File: src/swbp_pkg.sv
package swbp_pkg;

	localparam logic [1:0] MODE_BITS8 = 2'd0;
	localparam logic [1:0] MODE_BITS7 = 2'd1;
	localparam logic [1:0] MODE_BITS9 = 2'd2;
	localparam logic [1:0] MODE_SPARE = 2'd3;

	localparam logic CMD_TX = 1'b0;
	localparam logic CMD_RX = 1'b1;

	localparam logic KIND_WORD = 1'b0;
	localparam logic KIND_BYTE = 1'b1;

	localparam logic [8:0] MASK_BITS9 = 9'h1FF;
	localparam logic [8:0] MASK_BITS8 = 9'h0FF;
	localparam logic [8:0] MASK_BITS7 = 9'h07F;

	// One queued item: one or two results of the same kind.
	typedef struct packed {
		logic       two;
		logic       kind;
		logic [8:0] v0;
		logic [8:0] v1;
	} entry_t;

	function automatic logic [3:0] word_bits(input logic [1:0] mode);
		logic [3:0] b;
		unique case (mode)
			MODE_BITS7: b = 4'd7;
			MODE_BITS9: b = 4'd9;
			default:    b = 4'd8;
		endcase
		return b;
	endfunction

	function automatic logic [8:0] word_mask(input logic [1:0] mode);
		logic [8:0] m;
		unique case (mode)
			MODE_BITS7: m = MASK_BITS7;
			MODE_BITS9: m = MASK_BITS9;
			default:    m = MASK_BITS8;
		endcase
		return m;
	endfunction

endpackage

File: src/swbp_front.sv
module swbp_front (
	input  logic                 clk,
	input  logic                 arst_n,
	input  logic                 cfg_wr_en,
	input  logic [1:0]           cfg_wr_data,
	input  logic                 accept,
	input  logic                 command,
	input  logic [8:0]           data,
	input  logic                 last,
	output logic                 enq,
	output swbp_pkg::entry_t     enq_entry
);

	logic [1:0]  mode_q;
	logic [15:0] tx_accum_q;
	logic [4:0]  tx_fill_q;
	logic [15:0] rx_accum_q;
	logic [4:0]  rx_fill_q;

	logic [3:0]  bits;
	logic [4:0]  bits5;
	logic [8:0]  mask;

	logic [15:0] tx_sum, tx_a1, tx_a2, tx_acc_end;
	logic [4:0]  tx_f0, tx_f1, tx_f2, tx_fill_end;
	logic        tx_n0, tx_n1, tx_pad;
	logic [8:0]  tx_w0, tx_w1, tx_wp;

	logic [15:0] rx_sum, rx_a1, rx_a2, rx_acc_end;
	logic [4:0]  rx_f0, rx_f1, rx_f2, rx_fill_end;
	logic        rx_n0, rx_n1;

	assign bits  = swbp_pkg::word_bits(mode_q);
	assign bits5 = {1'b0, bits};
	assign mask  = swbp_pkg::word_mask(mode_q);

	// Transmit: append eight bits, peel off up to two line words.
	assign tx_sum      = tx_accum_q | ({8'd0, data[7:0]} << tx_fill_q[3:0]);
	assign tx_f0       = tx_fill_q + 5'd8;
	assign tx_n0       = tx_f0 >= bits5;
	assign tx_a1       = tx_sum >> bits;
	assign tx_f1       = tx_f0 - bits5;
	assign tx_n1       = tx_n0 && (tx_f1 >= bits5);
	assign tx_a2       = tx_a1 >> bits;
	assign tx_f2       = tx_f1 - bits5;
	assign tx_acc_end  = tx_n1 ? tx_a2 : (tx_n0 ? tx_a1 : tx_sum);
	assign tx_fill_end = tx_n1 ? tx_f2 : (tx_n0 ? tx_f1 : tx_f0);
	assign tx_w0       = tx_sum[8:0] & mask;
	assign tx_w1       = tx_a1[8:0] & mask;
	assign tx_wp       = tx_acc_end[8:0] & mask;
	assign tx_pad      = last && (tx_fill_end != 5'd0) && !tx_n1;

	// Receive: append one line word, peel off up to two bytes.
	assign rx_sum      = rx_accum_q | ({7'd0, data & mask} << rx_fill_q[3:0]);
	assign rx_f0       = rx_fill_q + bits5;
	assign rx_n0       = rx_f0 >= 5'd8;
	assign rx_a1       = rx_sum >> 8;
	assign rx_f1       = rx_f0 - 5'd8;
	assign rx_n1       = rx_n0 && (rx_f1 >= 5'd8);
	assign rx_a2       = rx_a1 >> 8;
	assign rx_f2       = rx_f1 - 5'd8;
	assign rx_acc_end  = rx_n1 ? rx_a2 : (rx_n0 ? rx_a1 : rx_sum);
	assign rx_fill_end = rx_n1 ? rx_f2 : (rx_n0 ? rx_f1 : rx_f0);

	always_comb begin
		if (command == swbp_pkg::CMD_TX) begin
			enq            = accept && (tx_n0 || tx_pad);
			enq_entry.two  = tx_n0 && (tx_n1 || tx_pad);
			enq_entry.kind = swbp_pkg::KIND_WORD;
			enq_entry.v0   = tx_n0 ? tx_w0 : tx_wp;
			enq_entry.v1   = tx_n1 ? tx_w1 : tx_wp;
		end else begin
			enq            = accept && rx_n0;
			enq_entry.two  = rx_n1;
			enq_entry.kind = swbp_pkg::KIND_BYTE;
			enq_entry.v0   = {1'b0, rx_sum[7:0]};
			enq_entry.v1   = {1'b0, rx_a1[7:0]};
		end
	end

	always_ff @(posedge clk or negedge arst_n) begin
		if (!arst_n) begin
			mode_q     <= swbp_pkg::MODE_BITS8;
			tx_accum_q <= '0;
			tx_fill_q  <= '0;
			rx_accum_q <= '0;
			rx_fill_q  <= '0;
		end else if (cfg_wr_en) begin
			// A width change drops any partial word on both paths.
			mode_q     <= cfg_wr_data;
			tx_accum_q <= '0;
			tx_fill_q  <= '0;
			rx_accum_q <= '0;
			rx_fill_q  <= '0;
		end else if (accept) begin
			if (command == swbp_pkg::CMD_TX) begin
				tx_accum_q <= last ? 16'd0 : tx_acc_end;
				tx_fill_q  <= last ? 5'd0 : tx_fill_end;
			end else begin
				rx_accum_q <= last ? 16'd0 : rx_acc_end;
				rx_fill_q  <= last ? 5'd0 : rx_fill_end;
			end
		end
	end

endmodule

File: src/swbp_queue.sv
module swbp_queue #(
	parameter int DEPTH = 4
) (
	input  logic                 clk,
	input  logic                 arst_n,
	input  logic                 wr_en,
	input  swbp_pkg::entry_t     wr_entry,
	input  logic                 rd_en,
	output swbp_pkg::entry_t     rd_entry,
	output logic                 full,
	output logic                 empty
);

	localparam int AW = $clog2(DEPTH);
	localparam int CW = $clog2(DEPTH + 1);

	swbp_pkg::entry_t slots_q [DEPTH];
	logic [AW-1:0]    wr_ptr_q;
	logic [AW-1:0]    rd_ptr_q;
	logic [CW-1:0]    count_q;

	assign full     = count_q == CW'(DEPTH);
	assign empty    = count_q == '0;
	assign rd_entry = slots_q[rd_ptr_q];

	always_ff @(posedge clk or negedge arst_n) begin
		if (!arst_n) begin
			wr_ptr_q <= '0;
			rd_ptr_q <= '0;
			count_q  <= '0;
		end else begin
			if (wr_en) begin
				wr_ptr_q <= (wr_ptr_q == AW'(DEPTH - 1)) ? '0 : wr_ptr_q + 1'b1;
			end
			if (rd_en) begin
				rd_ptr_q <= (rd_ptr_q == AW'(DEPTH - 1)) ? '0 : rd_ptr_q + 1'b1;
			end
			if (wr_en && !rd_en) begin
				count_q <= count_q + 1'b1;
			end else if (rd_en && !wr_en) begin
				count_q <= count_q - 1'b1;
			end
		end
	end

	always_ff @(posedge clk) begin
		if (wr_en) begin
			slots_q[wr_ptr_q] <= wr_entry;
		end
	end

	a_no_overflow: assert property (@(posedge clk) disable iff (!arst_n)
		wr_en |-> (!full || rd_en))
		else $error("queue written while full");

	a_no_underflow: assert property (@(posedge clk) disable iff (!arst_n)
		rd_en |-> !empty)
		else $error("queue read while empty");

endmodule

File: src/swbp_back.sv
module swbp_back (
	input  logic                 clk,
	input  logic                 arst_n,
	input  logic                 q_empty,
	input  swbp_pkg::entry_t     q_entry,
	output logic                 q_pop,
	input  logic                 pop,
	output logic                 empty,
	output logic                 kind,
	output logic [8:0]           value,
	output logic                 run_last
);

	logic       out_valid_q;
	logic       sec_valid_q;
	logic [8:0] sec_value_q;
	logic       kind_q;
	logic [8:0] value_q;
	logic       run_last_q;
	logic       slot_free;
	logic       load_sec;

	assign slot_free = !out_valid_q || pop;
	assign load_sec  = slot_free && sec_valid_q;
	assign q_pop     = slot_free && !sec_valid_q && !q_empty;

	assign empty    = !out_valid_q;
	assign kind     = kind_q;
	assign value    = value_q;
	assign run_last = run_last_q;

	always_ff @(posedge clk or negedge arst_n) begin
		if (!arst_n) begin
			out_valid_q <= 1'b0;
			sec_valid_q <= 1'b0;
		end else begin
			out_valid_q <= load_sec || q_pop || (out_valid_q && !pop);
			if (q_pop) begin
				sec_valid_q <= q_entry.two;
			end else if (load_sec) begin
				sec_valid_q <= 1'b0;
			end
		end
	end

	// The second result of an entry waits here until the first is taken.
	always_ff @(posedge clk) begin
		if (q_pop) begin
			kind_q      <= q_entry.kind;
			value_q     <= q_entry.v0;
			run_last_q  <= !q_entry.two;
			sec_value_q <= q_entry.v1;
		end else if (load_sec) begin
			value_q    <= sec_value_q;
			run_last_q <= 1'b1;
		end
	end

	a_sec_behind_out: assert property (@(posedge clk) disable iff (!arst_n)
		sec_valid_q |-> (out_valid_q && !run_last_q))
		else $error("second result pending without a first one in front");

	a_sec_follows: assert property (@(posedge clk) disable iff (!arst_n)
		(sec_valid_q && pop) |=> (out_valid_q && run_last_q && !sec_valid_q))
		else $error("second result did not follow the first");

endmodule

File: src/serial_word_bit_packer.sv
// Byte/line-word gearbox for 8, 7 or 9 bit serial words, LSB first. A transmit
// item (command 0) adds one byte and yields each complete line word; with last
// set, leftover bits go out as one zero-padded word. A receive item (command 1)
// adds one line word and yields each complete byte; with last set, leftover
// bits are dropped. Writing cfg_wr_data (0: 8 bits, 1: 7 bits, 2: 9 bits, 3
// acts as 8) clears both paths. The front stage accepts one item per cycle
// while the result queue (QUEUE_DEPTH entries) has room; the output register
// delivers one result per cycle while pop is held, so an item that yields two
// results holds the output until both are popped, and the queue is not read
// meanwhile. With the output free, a result is written into a queue slot and
// then into the output register before it reaches the output ports.
module serial_word_bit_packer #(
	parameter int QUEUE_DEPTH = 4
) (
	input  logic       clk,
	input  logic       arst_n,
	input  logic       cfg_wr_en,
	input  logic [1:0] cfg_wr_data,
	input  logic       push,
	output logic       full,
	input  logic       command,
	input  logic [8:0] data,
	input  logic       last,
	output logic       empty,
	input  logic       pop,
	output logic       kind,
	output logic [8:0] value,
	output logic       run_last
);

	logic             accept;
	logic             enq;
	swbp_pkg::entry_t enq_entry;
	swbp_pkg::entry_t q_entry;
	logic             q_pop;
	logic             q_full;
	logic             q_empty;

	assign full   = q_full;
	assign accept = push && !q_full;

	swbp_front u_front (
		.clk         (clk),
		.arst_n      (arst_n),
		.cfg_wr_en   (cfg_wr_en),
		.cfg_wr_data (cfg_wr_data),
		.accept      (accept),
		.command     (command),
		.data        (data),
		.last        (last),
		.enq         (enq),
		.enq_entry   (enq_entry)
	);

	swbp_queue #(
		.DEPTH (QUEUE_DEPTH)
	) u_queue (
		.clk      (clk),
		.arst_n   (arst_n),
		.wr_en    (enq),
		.wr_entry (enq_entry),
		.rd_en    (q_pop),
		.rd_entry (q_entry),
		.full     (q_full),
		.empty    (q_empty)
	);

	swbp_back u_back (
		.clk      (clk),
		.arst_n   (arst_n),
		.q_empty  (q_empty),
		.q_entry  (q_entry),
		.q_pop    (q_pop),
		.pop      (pop),
		.empty    (empty),
		.kind     (kind),
		.value    (value),
		.run_last (run_last)
	);

endmodule
File: config.mk
export PLATFORM = sky130hd
export DESIGN_NAME = serial_word_bit_packer
export DESIGN_NICKNAME = d
export VERILOG_FILES = /design/src/swbp_pkg.sv /design/src/swbp_front.sv /design/src/swbp_queue.sv /design/src/swbp_back.sv /design/src/serial_word_bit_packer.sv
export SDC_FILE = /design/constraint.sdc
export NUM_CORES = 1
export LEC_CHECK = 0
export ABC_AREA = 1
export BUFFER_PORTS_ARGS = -buffer_cell sky130_fd_sc_hd__buf_2
export CAP_MARGIN = 30
export CORE_UTILIZATION = 30
export CTS_BUF_LIST = sky130_fd_sc_hd__clkbuf_4
export DETAILED_ROUTE_END_ITERATION = 12
export MAX_ROUTING_LAYER = met4
export SYNTH_ARGS = -nofsm -noshare
export SYNTH_HDL_FRONTEND = slang
export SYNTH_SLANG_ARGS = --single-unit
export TNS_END_PERCENT = 1
File: constraint.sdc
create_clock -name clk -period 6.6 [get_ports clk]
set_input_delay 0.66 -clock clk [delete_from_list [all_inputs] [get_ports clk]]
set_output_delay 0.66 -clock clk [all_outputs]
set_load 0.005 [all_outputs]
==> impl_metrics.toml <==
[cts]
clkSinkCount = 153
htreeDepth = 4
holdBufCountCts = 0
numCtsBuffers = 17
postCtsSetupBuffers = 0
tritoncts = "built"
ctsRootBufferMaster = "clkbuf_4"
ctsResizeCount = 0
clkLatencyLatePin_ns = 0.58
clkTransAtPathRegs_ns = 0.17
clk_path_buf_depth = 2

[worst_setup_path]
reg2reg_depth = 31
critPathSlowestCell = "ha_1"
crit_top_cell = "inv_1"
endpoint_kind = "flip-flop"
crit_arrival_ns = 5.97
worst_path_largest_cell_delay_ns = 0.63
cp_max_fo = 19
criticalPathCategory = "reg2reg"
crit_required_ns = 7.06
start_kind = "flip-flop"

[worst_hold_path]
hp-class = "in2async"

[layout]
ff_latch_area_um2 = 4329
nets = 1038
syn_to_final_growth_pct = 9.809
mostFrequentLayoutCells = "nand2_1, o21ai_0, edfxtp_1"
multi_input_area_um2 = 3505
nFillCells = 2862
drive_gt1_share_pct = 10.91
final_common_cell = "nand2_1"

[routing]
drtPass1Iterations = 8
drtIter0Drc = 665
route.detailed.drc = 0
routed_via_density = 4.988
routedWlPerCell_um = 16.17
routed_wl_um = 22330
final_antenna_net_count = 0
vias = 6889

[logic_synthesis]
synth_cell_types = 45
synthesis.nets = 1021
post_synth.cell_area_avg_um2 = 8.582
ys_ff_latch = 153
netlist_instances = 978
ys_warn_count = 0
syn-cell-area_um2 = 8393
synth_edf_count = 100
synthFlopType = "edfxtp_1"
ys_seq_area_share_pct = 51.58
async_flop_share_pct = 34.64

[power_and_ir_drop]
p_int_uw = 1963
vdd_drop_max_mv = 0.1924
clock_power_share_pct = 17.8
power_uw = 3500
p_per_area_nw_per_um2 = 379.8
p_switching_uw = 1537
p_sw_share_pct = 43.91
p_leak_uw = 0.003998
power_frac_comb_pct = 41.4
seqPwrFrac_pct = 40.9

[placed_design]
hpwl_um = 15880
place.gp.congestion = 0.9361
port_buffers = 30
pre_cts_ws_ns = 1.225

[outcome]
status = "finished, final reports clean"

[global_route]
overflow = 0
grt_pass1_vias = 6263
grt_max_degree = 54
antenna_found_initial = 1
grt_usage_pct = 16.51
grt_pass1_wl_um = 35340

[timing]
fmax_ghz = 0.1814
clock-skew-final_ns = 0.03731
max_slew_margin_pct = 48.27
period_minus_slack_ns = 5.512
rsz0062_at_grt = "no"
tightestPinTransition_ns = 0.7760
setup_viol = 0
fin_ws_ns = 1.088
hold_ws_ns = 0.2112
hold_viol = 0
slew_viol_final = 0
timing.final.crit_share_pct = 83.51
finalSetupTns_ns = 0

[floorplan]
io_pins = 31
fp-row-count = 60
start_util_pct = 30.88
die_h_um = 169.3
core_um2 = 27180
die_area_um2 = 28650
die_w_um = 169.3

[flow_run]
drv_cap = 0
[synthesized netlist by cell type, types with 4 or more instances]
cell type  number  area [um2]
a31oi_1         5       31.28
inv_2           5       18.77
o21ai_0       106       530.5
nor2_1         81       304.0
buf_2           9       45.04
nand4_1         4       25.02
inv_1          94       352.8
nand2_4         5       56.30
xor2_1          5       43.79
or2_2           4       25.02
fa_1            4       80.08
a21oi_1        22       110.1
mux2i_1         5       50.05
nand2_1       234       878.3
dfrtp_1        53        1326
ha_1           21       262.8
nor2_2          5       31.28
clkbuf_1       26       97.59
nor3_1          8       40.04
clkinv_1        5       18.77
nand2_2         9       56.30
edfxtp_1      100        3003
o22ai_1        33       206.5
o211ai_1        9       67.56
nand3_1        96       480.5
[state kept, by name, indices dropped and copies added, names as in the netlist]
name	cells
u_queue.count_q	3
u_front.rx_fill_q	5
u_front.mode_q	2
u_back.out_valid_q	1
u_front.tx_fill_q	5
u_front.tx_accum_q	16
u_back.sec_value_q	9
u_back.kind	1
u_queue.wr_ptr_q	2
u_queue.rd_ptr_q	2
u_back.value	9
u_back.sec_valid_q	1
u_queue.slots_q	80
u_back.run_last	1
u_front.rx_accum_q	16
[cell families (layout without fill, tap and decap cells)]
| group | Yosys count | count (layout) | synth area share, % |
|---|---|---|---|
| flip-flops | 153 | 153 | 51.58 |
| XOR/XNOR | 8 | 8 | 0.9243 |
| AND/OR/NAND/NOR | 451 | 451 | 23.12 |
| other | 0 | 1 | 0 |
| multiplexers | 6 | 6 | 0.7305 |
| adder cells (fa/ha/maj) | 25 | 25 | 4.085 |
| AO/OA/AOI/OAI | 191 | 191 | 12.72 |
| buffers and inverters | 144 | 174 | 6.842 |
[final cells by class]
cell class,instances,share of cell area [%]
timing repair buffer,38,2.281
tap,372,5.050
inverter,104,4.236
sequential,153,46.97
antenna,1,0.02715
clock inverter,15,2.023
clock buffer,17,1.385
multi-input combinational,681,38.03
[stage by stage]
stage / std cells / utilization (%) / cell area [um2]
after global routing: 1381 / 33.91 / 9216
after floorplan: 978 / - / 8393
final: 1381 / 33.91 / 9216
after CTS: 1380 / 33.90 / 9214
after global placement: 1348 / 32.75 / 8900
after detailed placement: 1348 / 32.75 / 8900
[power by group through the flow]
stage	registers, uW	clock network, uW	logic, uW
floorplan	1420	0	1050
global placement	1450	0	1430
detailed placement	1450	0	1440
CTS	1430	636	1440
global route	1450	675	1630
finish	1430	622	1450
[path summary, 6_finish.rpt]
| kind | startpoint | end | slack (ns) |
|---|---|---|---|
| worst max-delay path | u_front.mode_q[1] | u_queue.count_q[2] | 1.09 |
| worst min-delay path | arst_n | u_queue.rd_ptr_q[0] | 0.21 |
| worst max register to register | u_front.mode_q[1] | u_queue.count_q[2] | 1.09 |
| worst min register to register | u_front.tx_accum_q[7] | u_front.tx_accum_q[7] | 0.50 |
| max in group asynchronous | arst_n | u_front.tx_fill_q[2] | 5.84 |
| min in group clk | cfg_wr_data[0] | u_front.mode_q[0] | 0.29 |
[routing by layer]
layer | global-route usage [%] | up-vias | share of wire (%)
met2 | 24.48 | 244 | 44
li1 | - | 3346 | -
met3 | 2.938 | 21 | 5.6
met1 | 23.11 | 3278 | 49
met4 | 4.465 | 0 | 1.2
met5 | - | - | 0
[worst max-delay path, delay by kind of cell, from the launching register on]
| kind | cells | cell delay (ns) |
|---|---|---|
| DFF | 1 | 0.41 |
| adders and majority gates | 5 | 1.91 |
| AOI/OAI and AO/OA | 3 | 0.46 |
| xor gates and xnor gates | 1 | 0.15 |
| and+or+nand+nor | 15 | 1.36 |
| buffers and inverters | 7 | 1.08 |
Power figures use the tool's default switching activity.
